`config.mk`:
```
export PLATFORM = sky130hd
export DESIGN_NAME = icalendar_event_start_extractor_unit
export DESIGN_NICKNAME = d
export VERILOG_FILES = /design/src/rtl/icse_pkg.sv /design/src/rtl/icalendar_event_start_extractor_unit.sv /design/src/rtl/icse_dtstart_decode.sv
export SDC_FILE = /design/constraint.sdc
export NUM_CORES = 1
export LEC_CHECK = 0
export ABC_AREA = 0
export BUFFER_PORTS_ARGS = -buffer_cell sky130_fd_sc_hd__clkbuf_2
export CORE_MARGIN = 2
export CORE_UTILIZATION = 45
export CTS_CLUSTER_DIAMETER = 40
export DETAILED_ROUTE_END_ITERATION = 6
export PLACE_DENSITY = 0.6
export SLEW_MARGIN = 20
export SYNTH_ARGS = -nofsm -noshare
export SYNTH_HDL_FRONTEND = slang
export SYNTH_SLANG_ARGS = --single-unit
```
`constraint.sdc`:
```
create_clock -name aclk -period 6.81 [get_ports aclk]
set_input_delay 1.362 -clock aclk [delete_from_list [all_inputs] [get_ports aclk]]
set_output_delay 1.362 -clock aclk [all_outputs]
set_load 0.02 [all_outputs]
```
`src/rtl/icse_pkg.sv`:
```
// Shared types, character codes and keyword tables for the DTSTART extractor.
package icse_pkg;

    typedef enum logic [1:0] {
        PH_IN_LINE,
        PH_AFTER_CR,
        PH_AFTER_CRLF
    } phase_t;

    typedef enum logic [1:0] {
        RG_NAME,
        RG_PARAM,
        RG_VALUE
    } region_t;

    typedef enum logic [1:0] {
        KW_BEGIN,
        KW_END,
        KW_DTSTART
    } kw_t;

    localparam int unsigned DATE_DEPTH = 16;
    localparam int unsigned KW_COUNT   = 3;

    localparam logic [3:0] NAME_SAT   = 4'd8;
    localparam logic [4:0] VALUE_SAT  = 5'd17;
    localparam logic [4:0] VEVENT_LEN = 5'd6;

    localparam logic [7:0] CH_CR     = 8'h0D;
    localparam logic [7:0] CH_SP     = 8'h20;
    localparam logic [7:0] CH_QUOTE  = 8'h22;
    localparam logic [7:0] CH_SEMI   = 8'h3B;
    localparam logic [7:0] CH_COLON  = 8'h3A;
    localparam logic [7:0] CH_BSLASH = 8'h5C;
    localparam logic [7:0] CH_T      = 8'h54;
    localparam logic [7:0] CH_Z      = 8'h5A;
    localparam logic [7:0] CH_ZERO   = 8'h30;
    localparam logic [7:0] CH_NINE   = 8'h39;

    typedef struct packed {
        logic [13:0] year;
        logic [6:0]  month;
        logic [6:0]  day;
        logic [6:0]  hours;
        logic [6:0]  minutes;
        logic [6:0]  seconds;
        logic        format_ok;
    } dtstart_t;

    function automatic logic [3:0] kw_len(input kw_t kw);
        logic [3:0] len;
        case (kw)
            KW_BEGIN:   len = 4'd5;
            KW_END:     len = 4'd3;
            KW_DTSTART: len = 4'd7;
            default:    len = 4'd0;
        endcase
        return len;
    endfunction

    // Character of a keyword at a position below its length.
    function automatic logic [7:0] kw_char(input kw_t kw, input logic [2:0] pos);
        logic [55:0] txt;
        case (kw)
            KW_BEGIN:   txt = {"BEGIN", 16'h0000};
            KW_END:     txt = {"END", 32'h0000_0000};
            KW_DTSTART: txt = "DTSTART";
            default:    txt = '0;
        endcase
        return txt[55 - 8 * int'(pos) -: 8];
    endfunction

    function automatic logic [7:0] vevent_char(input logic [2:0] pos);
        logic [47:0] txt;
        txt = "VEVENT";
        return (pos < 3'd6) ? txt[47 - 8 * int'(pos) -: 8] : 8'h00;
    endfunction

endpackage

```
`src/rtl/icalendar_event_start_extractor_unit.sv`:
```
// Top level: byte-serial iCalendar line parser emitting DTSTART dates inside VEVENTs.
// Throughput: one text byte per cycle while s_ready is high; every beat updates the parser state.
// A result is registered onto m_valid in the cycle after the beat that closes the line
//   (the byte after CR LF that is not a space, or a stream end right after CR LF).
// The output register frees s_ready as soon as m_ready takes the pending result.
// Reset (aresetn low, synchronous) and a stream end both return the parser to the
//   start of a line outside any event; the value character store is not cleared.
module icalendar_event_start_extractor_unit (
    input  logic        aclk,
    input  logic        aresetn,
    input  logic        s_valid,
    output logic        s_ready,
    input  logic [7:0]  s_text_byte,
    input  logic        s_stream_end,
    output logic        m_valid,
    input  logic        m_ready,
    output logic [13:0] m_year,
    output logic [6:0]  m_month,
    output logic [6:0]  m_day,
    output logic [6:0]  m_hours,
    output logic [6:0]  m_minutes,
    output logic [6:0]  m_seconds,
    output logic        m_format_ok
);

    // Parser state
    icse_pkg::phase_t  phase_reg, phase_next;
    icse_pkg::region_t region_reg, region_next;
    logic              quote_reg, quote_next;
    logic              bslash_reg, bslash_next;
    logic [2:0]        cand_reg, cand_next;     // live keywords, indexed by kw_t
    logic [3:0]        nlen_reg, nlen_next;
    logic [4:0]        vlen_reg, vlen_next;
    logic              vev_reg, vev_next;
    logic              in_event_reg, in_event_next;
    logic [7:0]        date_reg [icse_pkg::DATE_DEPTH];

    // Result register
    logic               m_valid_reg, m_valid_next;
    icse_pkg::dtstart_t res_reg;
    icse_pkg::dtstart_t dec_res;

    logic accept;
    logic line_end_go;
    logic is_begin, is_end, is_dtstart, vev_full;
    logic in_event_le;
    logic emit;

    // Line state seen by the incoming byte (fresh after a line end)
    icse_pkg::region_t eff_region;
    logic              eff_quote, eff_bslash, eff_vev;
    logic [2:0]        eff_cand;
    logic [3:0]        eff_nlen;
    logic [4:0]        eff_vlen;

    // Result of feeding the byte into the line
    icse_pkg::region_t fd_region;
    logic              fd_quote, fd_bslash, fd_vev, fd_copy;
    logic [2:0]        fd_cand;
    logic [3:0]        fd_nlen;
    logic [4:0]        fd_vlen;
    logic              date_we;

    assign accept  = s_valid && s_ready;
    assign s_ready = !m_valid_reg || m_ready;

    // ---------------- line end: keyword match and event tracking ----------------
    assign line_end_go = (phase_reg == icse_pkg::PH_AFTER_CRLF)
                         && (s_stream_end || (s_text_byte != icse_pkg::CH_SP));

    assign is_begin   = cand_reg[icse_pkg::KW_BEGIN]
                        && (nlen_reg == icse_pkg::kw_len(icse_pkg::KW_BEGIN));
    assign is_end     = cand_reg[icse_pkg::KW_END]
                        && (nlen_reg == icse_pkg::kw_len(icse_pkg::KW_END));
    assign is_dtstart = cand_reg[icse_pkg::KW_DTSTART]
                        && (nlen_reg == icse_pkg::kw_len(icse_pkg::KW_DTSTART));
    assign vev_full   = vev_reg && (vlen_reg == icse_pkg::VEVENT_LEN);

    always_comb begin
        if (is_begin && vev_full) begin
            in_event_le = 1'b1;
        end else if (is_end && vev_full) begin
            in_event_le = 1'b0;
        end else begin
            in_event_le = in_event_reg;
        end
    end

    assign emit = accept && line_end_go && in_event_le && is_dtstart;

    icse_dtstart_decode u_decode (
        .date_chars   (date_reg),
        .value_length (vlen_reg),
        .result       (dec_res)
    );

    // ---------------- byte feed into the current line ----------------
    always_comb begin
        if (line_end_go) begin
            eff_region = icse_pkg::RG_NAME;
            eff_quote  = 1'b0;
            eff_bslash = 1'b0;
            eff_cand   = 3'b111;
            eff_nlen   = 4'd0;
            eff_vlen   = 5'd0;
            eff_vev    = 1'b1;
        end else begin
            eff_region = region_reg;
            eff_quote  = quote_reg;
            eff_bslash = bslash_reg;
            eff_cand   = cand_reg;
            eff_nlen   = nlen_reg;
            eff_vlen   = vlen_reg;
            eff_vev    = vev_reg;
        end
    end

    always_comb begin
        fd_region = eff_region;
        fd_quote  = eff_quote;
        fd_copy   = 1'b1;
        fd_cand   = eff_cand;
        fd_nlen   = eff_nlen;
        fd_vlen   = eff_vlen;
        fd_vev    = eff_vev;

        // Unescaped quote toggles quoting and is still copied.
        if ((s_text_byte == icse_pkg::CH_QUOTE) && !eff_bslash) begin
            fd_quote = !eff_quote;
        end else if (!eff_quote && ((s_text_byte == icse_pkg::CH_SEMI)
                                    || (s_text_byte == icse_pkg::CH_COLON))) begin
            fd_copy = 1'b0;
            if (s_text_byte == icse_pkg::CH_COLON) begin
                fd_region = icse_pkg::RG_VALUE;
            end else if (eff_region == icse_pkg::RG_NAME) begin
                fd_region = icse_pkg::RG_PARAM;
            end
        end
        fd_bslash = (s_text_byte == icse_pkg::CH_BSLASH);

        if (fd_copy && (fd_region == icse_pkg::RG_NAME)) begin
            for (int i = 0; i < icse_pkg::KW_COUNT; i++) begin
                if ((eff_nlen >= icse_pkg::kw_len(icse_pkg::kw_t'(i)))
                    || (s_text_byte != icse_pkg::kw_char(icse_pkg::kw_t'(i),
                                                         eff_nlen[2:0]))) begin
                    fd_cand[i] = 1'b0;
                end
            end
            if (eff_nlen < icse_pkg::NAME_SAT) begin
                fd_nlen = eff_nlen + 4'd1;
            end
        end

        if (fd_copy && (fd_region == icse_pkg::RG_VALUE)) begin
            if ((eff_vlen >= icse_pkg::VEVENT_LEN)
                || (s_text_byte != icse_pkg::vevent_char(eff_vlen[2:0]))) begin
                fd_vev = 1'b0;
            end
            if (eff_vlen < icse_pkg::VALUE_SAT) begin
                fd_vlen = eff_vlen + 5'd1;
            end
        end
    end

    // ---------------- next state ----------------
    always_comb begin
        phase_next    = phase_reg;
        region_next   = region_reg;
        quote_next    = quote_reg;
        bslash_next   = bslash_reg;
        cand_next     = cand_reg;
        nlen_next     = nlen_reg;
        vlen_next     = vlen_reg;
        vev_next      = vev_reg;
        in_event_next = in_event_reg;
        date_we       = 1'b0;

        if (accept) begin
            if (s_stream_end) begin
                phase_next    = icse_pkg::PH_IN_LINE;
                region_next   = icse_pkg::RG_NAME;
                quote_next    = 1'b0;
                bslash_next   = 1'b0;
                cand_next     = 3'b111;
                nlen_next     = 4'd0;
                vlen_next     = 5'd0;
                vev_next      = 1'b1;
                in_event_next = 1'b0;
            end else if (phase_reg == icse_pkg::PH_AFTER_CR) begin
                // Byte after CR is taken as LF and dropped.
                phase_next = icse_pkg::PH_AFTER_CRLF;
            end else if ((phase_reg == icse_pkg::PH_AFTER_CRLF)
                         && (s_text_byte == icse_pkg::CH_SP)) begin
                // Folded line: drop the space and keep going.
                phase_next = icse_pkg::PH_IN_LINE;
            end else begin
                in_event_next = in_event_le;
                region_next   = eff_region;
                quote_next    = eff_quote;
                bslash_next   = eff_bslash;
                cand_next     = eff_cand;
                nlen_next     = eff_nlen;
                vlen_next     = eff_vlen;
                vev_next      = eff_vev;
                if (s_text_byte == icse_pkg::CH_CR) begin
                    phase_next = icse_pkg::PH_AFTER_CR;
                end else begin
                    phase_next  = icse_pkg::PH_IN_LINE;
                    region_next = fd_region;
                    quote_next  = fd_quote;
                    bslash_next = fd_bslash;
                    cand_next   = fd_cand;
                    nlen_next   = fd_nlen;
                    vlen_next   = fd_vlen;
                    vev_next    = fd_vev;
                    date_we     = fd_copy && (fd_region == icse_pkg::RG_VALUE)
                                  && (eff_vlen < 5'(icse_pkg::DATE_DEPTH));
                end
            end
        end
    end

    always_comb begin
        m_valid_next = m_valid_reg;
        if (emit) begin
            m_valid_next = 1'b1;
        end else if (m_ready) begin
            m_valid_next = 1'b0;
        end
    end

    always_ff @(posedge aclk) begin
        if (!aresetn) begin
            phase_reg    <= icse_pkg::PH_IN_LINE;
            region_reg   <= icse_pkg::RG_NAME;
            quote_reg    <= 1'b0;
            bslash_reg   <= 1'b0;
            cand_reg     <= 3'b111;
            nlen_reg     <= 4'd0;
            vlen_reg     <= 5'd0;
            vev_reg      <= 1'b1;
            in_event_reg <= 1'b0;
            m_valid_reg  <= 1'b0;
        end else begin
            phase_reg    <= phase_next;
            region_reg   <= region_next;
            quote_reg    <= quote_next;
            bslash_reg   <= bslash_next;
            cand_reg     <= cand_next;
            nlen_reg     <= nlen_next;
            vlen_reg     <= vlen_next;
            vev_reg      <= vev_next;
            in_event_reg <= in_event_next;
            m_valid_reg  <= m_valid_next;
        end
    end

    // Value characters and result payload: no reset needed.
    always_ff @(posedge aclk) begin
        if (date_we) begin
            date_reg[eff_vlen[3:0]] <= s_text_byte;
        end
        if (emit) begin
            res_reg <= dec_res;
        end
    end

    assign m_valid     = m_valid_reg;
    assign m_year      = res_reg.year;
    assign m_month     = res_reg.month;
    assign m_day       = res_reg.day;
    assign m_hours     = res_reg.hours;
    assign m_minutes   = res_reg.minutes;
    assign m_seconds   = res_reg.seconds;
    assign m_format_ok = res_reg.format_ok;

    // ---------------- assertions ----------------
    a_stream_end_resets: assert property (@(posedge aclk) disable iff (!aresetn)
        (accept && s_stream_end) |=> (phase_reg == icse_pkg::PH_IN_LINE)
            && !in_event_reg && (region_reg == icse_pkg::RG_NAME) && (cand_reg == 3'b111))
        else $error("stream end did not reset parser state");

    a_result_only_at_line_end: assert property (@(posedge aclk) disable iff (!aresetn)
        (accept && (phase_reg != icse_pkg::PH_AFTER_CRLF))
            |=> (m_valid_reg == $past(m_valid_reg && !m_ready)))
        else $error("result produced outside a line end");

    a_bad_format_zero: assert property (@(posedge aclk) disable iff (!aresetn)
        (m_valid_reg && !m_format_ok) |-> (m_year == 14'd0) && (m_month == 7'd0)
            && (m_day == 7'd0) && (m_hours == 7'd0) && (m_minutes == 7'd0)
            && (m_seconds == 7'd0))
        else $error("date fields nonzero with format_ok low");

    a_lengths_saturate: assert property (@(posedge aclk) disable iff (!aresetn)
        accept |=> (nlen_reg <= icse_pkg::NAME_SAT) && (vlen_reg <= icse_pkg::VALUE_SAT))
        else $error("name or value length beyond saturation");

endmodule

```
`src/rtl/icse_dtstart_decode.sv`:
```
// Turns the first sixteen value characters of a line into DTSTART date fields.
module icse_dtstart_decode (
    input  logic [7:0]       date_chars [icse_pkg::DATE_DEPTH],
    input  logic [4:0]       value_length,
    output icse_pkg::dtstart_t result
);

    logic [icse_pkg::DATE_DEPTH-1:0] is_dig;
    logic [icse_pkg::DATE_DEPTH-1:0] char_ok;
    logic [3:0]                      dval [icse_pkg::DATE_DEPTH];
    logic                            fmt_ok;
    logic [13:0]                     year_val;

    function automatic logic [6:0] two_dig(input logic ok_a, input logic [3:0] a,
                                           input logic ok_b, input logic [3:0] b);
        logic [6:0] v;
        if (!ok_a) begin
            v = 7'd0;
        end else if (!ok_b) begin
            v = 7'(a);
        end else begin
            v = 7'(a) * 7'd10 + 7'(b);
        end
        return v;
    endfunction

    // Characters past the value length never count as digits, so stale data is never used.
    always_comb begin
        for (int p = 0; p < icse_pkg::DATE_DEPTH; p++) begin
            char_ok[p] = value_length > 5'(p);
            is_dig[p]  = char_ok[p] && (date_chars[p] >= icse_pkg::CH_ZERO)
                         && (date_chars[p] <= icse_pkg::CH_NINE);
            dval[p]    = date_chars[p][3:0];
        end
    end

    assign fmt_ok = char_ok[8] && (date_chars[8] == icse_pkg::CH_T)
                    && char_ok[15] && (date_chars[15] == icse_pkg::CH_Z);

    always_comb begin
        if (!is_dig[0]) begin
            year_val = 14'd0;
        end else if (!is_dig[1]) begin
            year_val = 14'(dval[0]);
        end else if (!is_dig[2]) begin
            year_val = 14'(dval[0]) * 14'd10 + 14'(dval[1]);
        end else if (!is_dig[3]) begin
            year_val = 14'(dval[0]) * 14'd100 + 14'(dval[1]) * 14'd10 + 14'(dval[2]);
        end else begin
            year_val = 14'(dval[0]) * 14'd1000 + 14'(dval[1]) * 14'd100
                       + 14'(dval[2]) * 14'd10 + 14'(dval[3]);
        end
    end

    always_comb begin
        result = '0;
        if (fmt_ok) begin
            result.year      = year_val;
            result.month     = two_dig(is_dig[4], dval[4], is_dig[5], dval[5]);
            result.day       = two_dig(is_dig[6], dval[6], is_dig[7], dval[7]);
            result.hours     = two_dig(is_dig[9], dval[9], is_dig[10], dval[10]);
            result.minutes   = two_dig(is_dig[11], dval[11], is_dig[12], dval[12]);
            result.seconds   = two_dig(is_dig[13], dval[13], is_dig[14], dval[14]);
            result.format_ok = 1'b1;
        end
    end

endmodule

```
==> results.md <==
* Number of flip-flops in the largest register at 128
* WL/cell at 18.0 µm
* Synthesis-to-layout area growth at 10.6%
* Die Ht at 169 µm
* Hold Fails Final Rpt at 0
* Hold Worst Slack at 0.501 ns
* Status: complete, no violations
* Number of antenna-violating nets in the routed design at 0
* Layout cells sized above 1 at 0.105
* Finish-stage setup viols at 0
* FF+latch count, synth at 199
* Worst-skew pair later-pin latency at 0.45 ns
* DRC at 0
* # diodes at 0
* Startpoint Class: input pin
* Pwr Density at 177 mW/mm²
* First-pass GRT wire length at 44600 µm
* Starting Density at 0.458
* GRT overflow at 0
* Core area at 0.0269 mm²
* Yosys top cell by area: edfxtp_1
* Die ar. at 0.0287 mm²
* Vias in the first global route at 8423
* Asr flop ratio synth at 0
* Total GRT Usage at 0.197
* Post-place setup slack at 1.50 ns
* Post-cts resize count at 0
* H-tree Lvls at 4
* Ys Warns at 0
* Worst endpoint required time at 7.18 ns
* TritonCTS Sinks at 199
* Worst Path Max Fanout at 21
* Clock root buffer: clkbuf_16
* CTS Buffer Depth at 2
* Synth unique cells at 71
* Postcts setup bufs at 0
* TritonCTS Buffers at 17
* DRC marker count from the first detailed-route iteration at 613
* Syn Nets at 1274
* Peak VDD IR at 0.151 mV
* Synth top area share at 0.434
* Io pins at 65
* Final setup margin at 1.92 ns
* Fin util at 0.507
* Clk slew on worst S/H paths at 0.08 ns
* Via/cell ratio at 5.60
* Port Buffers at 64
* Placer Congestion at 0.908
* Initial antenna violation count at 0
* Worst setup EP type: flip-flop
* HPWL Detailed at 19600 µm
* Mapped Cells at 1103
* Slew HR at 0.332
* CTS tree: done
* Worst Skew at 0.0180 ns
* Top FF cell, synth: edfxtp_1
* WS Path Type: input pin to flip-flop
* Max Cap Violations at 0
* CTS Hold Buffers Added at 0
* Row count at 60
* Post-layout min period at 4.89 ns
* Final period util at 0.718
* Synth cell count leaders: edfxtp_1, ha_1, nor2_1
* Synthesized area at 0.0123 mm²
* Number of flops mapped to enable cells by yosys at 178
* Via count at 8544
* 1st-pass router iterations at 5
* # nets final at 1343
* Die width at 169 µm
* Worst Tran Pin Value at 0.999 ns
* Ranking of synthesized cells by area: edfxtp_1, ha_1, fa_1
* WL final at 27400 µm
* Static Leak at 5.13 nW
* Min-delay worst type: flip-flop to flip-flop
* Sequential area share after synthesis at 0.468
* CP Data Arrival Time at 5.26 ns
* Avg Inst Size Synth at 11.2 µm²
* Max-slew violations at 0
* Fmax at 0.205 GHz
* Unrepaired setup endpoints after global routing: no
* Largest net degree at the start of global routing at 51
* Most common cell in the synthesized netlist: edfxtp_1
* Final TNS setup at 0 ns
-- area by class of cell --
class / count / area (µm²)
clock buffer: 19 / 433
inverter: 73 / 274
tap: 341 / 427
timing repair buffer: 72 / 380
fill: 2433 / 13300
clock inverter: 13 / 154
multi-input combinational: 809 / 6180
sequential: 199 / 5770
-- logic make-up after synthesis --
kind of cell             synth area share
AO/OA/AOI/OAI                       0.119
XOR/XNOR                           0.0520
adder cells (fa/ha/maj)             0.181
buffers and inverters              0.0300
flip-flops                          0.468
multiplexers                       0.0157
AND/OR/NAND/NOR                     0.135
-- metal layers --
layer	routed length (µm)	GRT usage	vias to the layer above
li1	-	-	4150
met1	13200	0.276	4130
met2	12600	0.318	211
met3	1040	0.0273	53
met4	613	0.0650	0
met5	0	0	-
-- critical path, stage by stage --
cell and delay [ns]:
clkbuf_2 0.43, or4b_1 0.64, o31ai_4 0.25, buf_4 0.26, and2_1 0.41, ha_1 0.43
clkinv_1 0.36, o221a_2 0.36, nor3_1 0.13, o311ai_0 0.16, a211o_1 0.25, o31ai_1 0.17
-- stage by stage --
step	power, mW	instance area (µm²)	cells
2_1_floorplan	1.39	12300	1103
3_3_place_gp	1.43	13000	1494
3_5_place_dp	1.43	13000	1494
4_1_cts	2.43	13600	1526
5_1_grt	2.49	13600	1526
6_report	2.41	13600	1526
-- worst paths after layout --
path | from | to | slack (ns) | cells after the start
max | s_text_byte[5] | cand_reg[0]$_SDFFE_PN1P_ | 1.92 | 12
min | nlen_reg[0]$_SDFFE_PN0P_ | nlen_reg[0]$_SDFFE_PN0P_ | 0.50 | 2
max reg2reg | date_reg[122]$_DFFE_PP_ | m_year[13]$_SDFFCE_PN0P_ | 1.93 | 15
min reg2reg | nlen_reg[0]$_SDFFE_PN0P_ | nlen_reg[0]$_SDFFE_PN0P_ | 0.50 | 2
-- power breakdown --
part,internal (mW),switching (mW),total [mW]
clock network,0.523,0.488,1.01
logic,0.0212,0.0537,0.0749
registers,1.32,0.00176,1.32
total,1.87,0.543,2.41
-- placed cells by master, fill, tap and decap left out, drive strengths merged, types with 4 or more instances in the layout --
| master | netlist | final |
|---|---|---|
| a22oi | 8 | 8 |
| nand2b | 7 | 7 |
| a21oi | 63 | 63 |
| nor2b | 30 | 30 |
| xor2 | 32 | 32 |
| o211ai | 7 | 7 |
| nor2 | 108 | 108 |
| ha | 125 | 125 |
| and2 | 26 | 26 |
| inv | 71 | 78 |
| o22ai | 4 | 4 |
| nand3 | 18 | 18 |
| nand4b | 5 | 5 |
| clkbuf | 18 | 83 |
| edfxtp | 178 | 178 |
| nor3 | 34 | 34 |
| dfxtp | 21 | 21 |
| nand4 | 9 | 9 |
| o21ai | 56 | 56 |
| a31oi | 11 | 11 |
| or4 | 4 | 4 |
| or2 | 10 | 10 |
| buf | 4 | 8 |
| mux2i | 17 | 17 |
| fa | 33 | 33 |
| nand2 | 59 | 59 |
| xnor2 | 39 | 39 |
| clkinv | 2 | 4 |
| a21boi | 8 | 8 |
| or3 | 6 | 6 |
| a21o | 15 | 15 |
| a211oi | 15 | 15 |
| o21a | 5 | 5 |
| o31ai | 6 | 6 |
| nor4 | 8 | 8 |
Power figures use the tool's default switching activity.
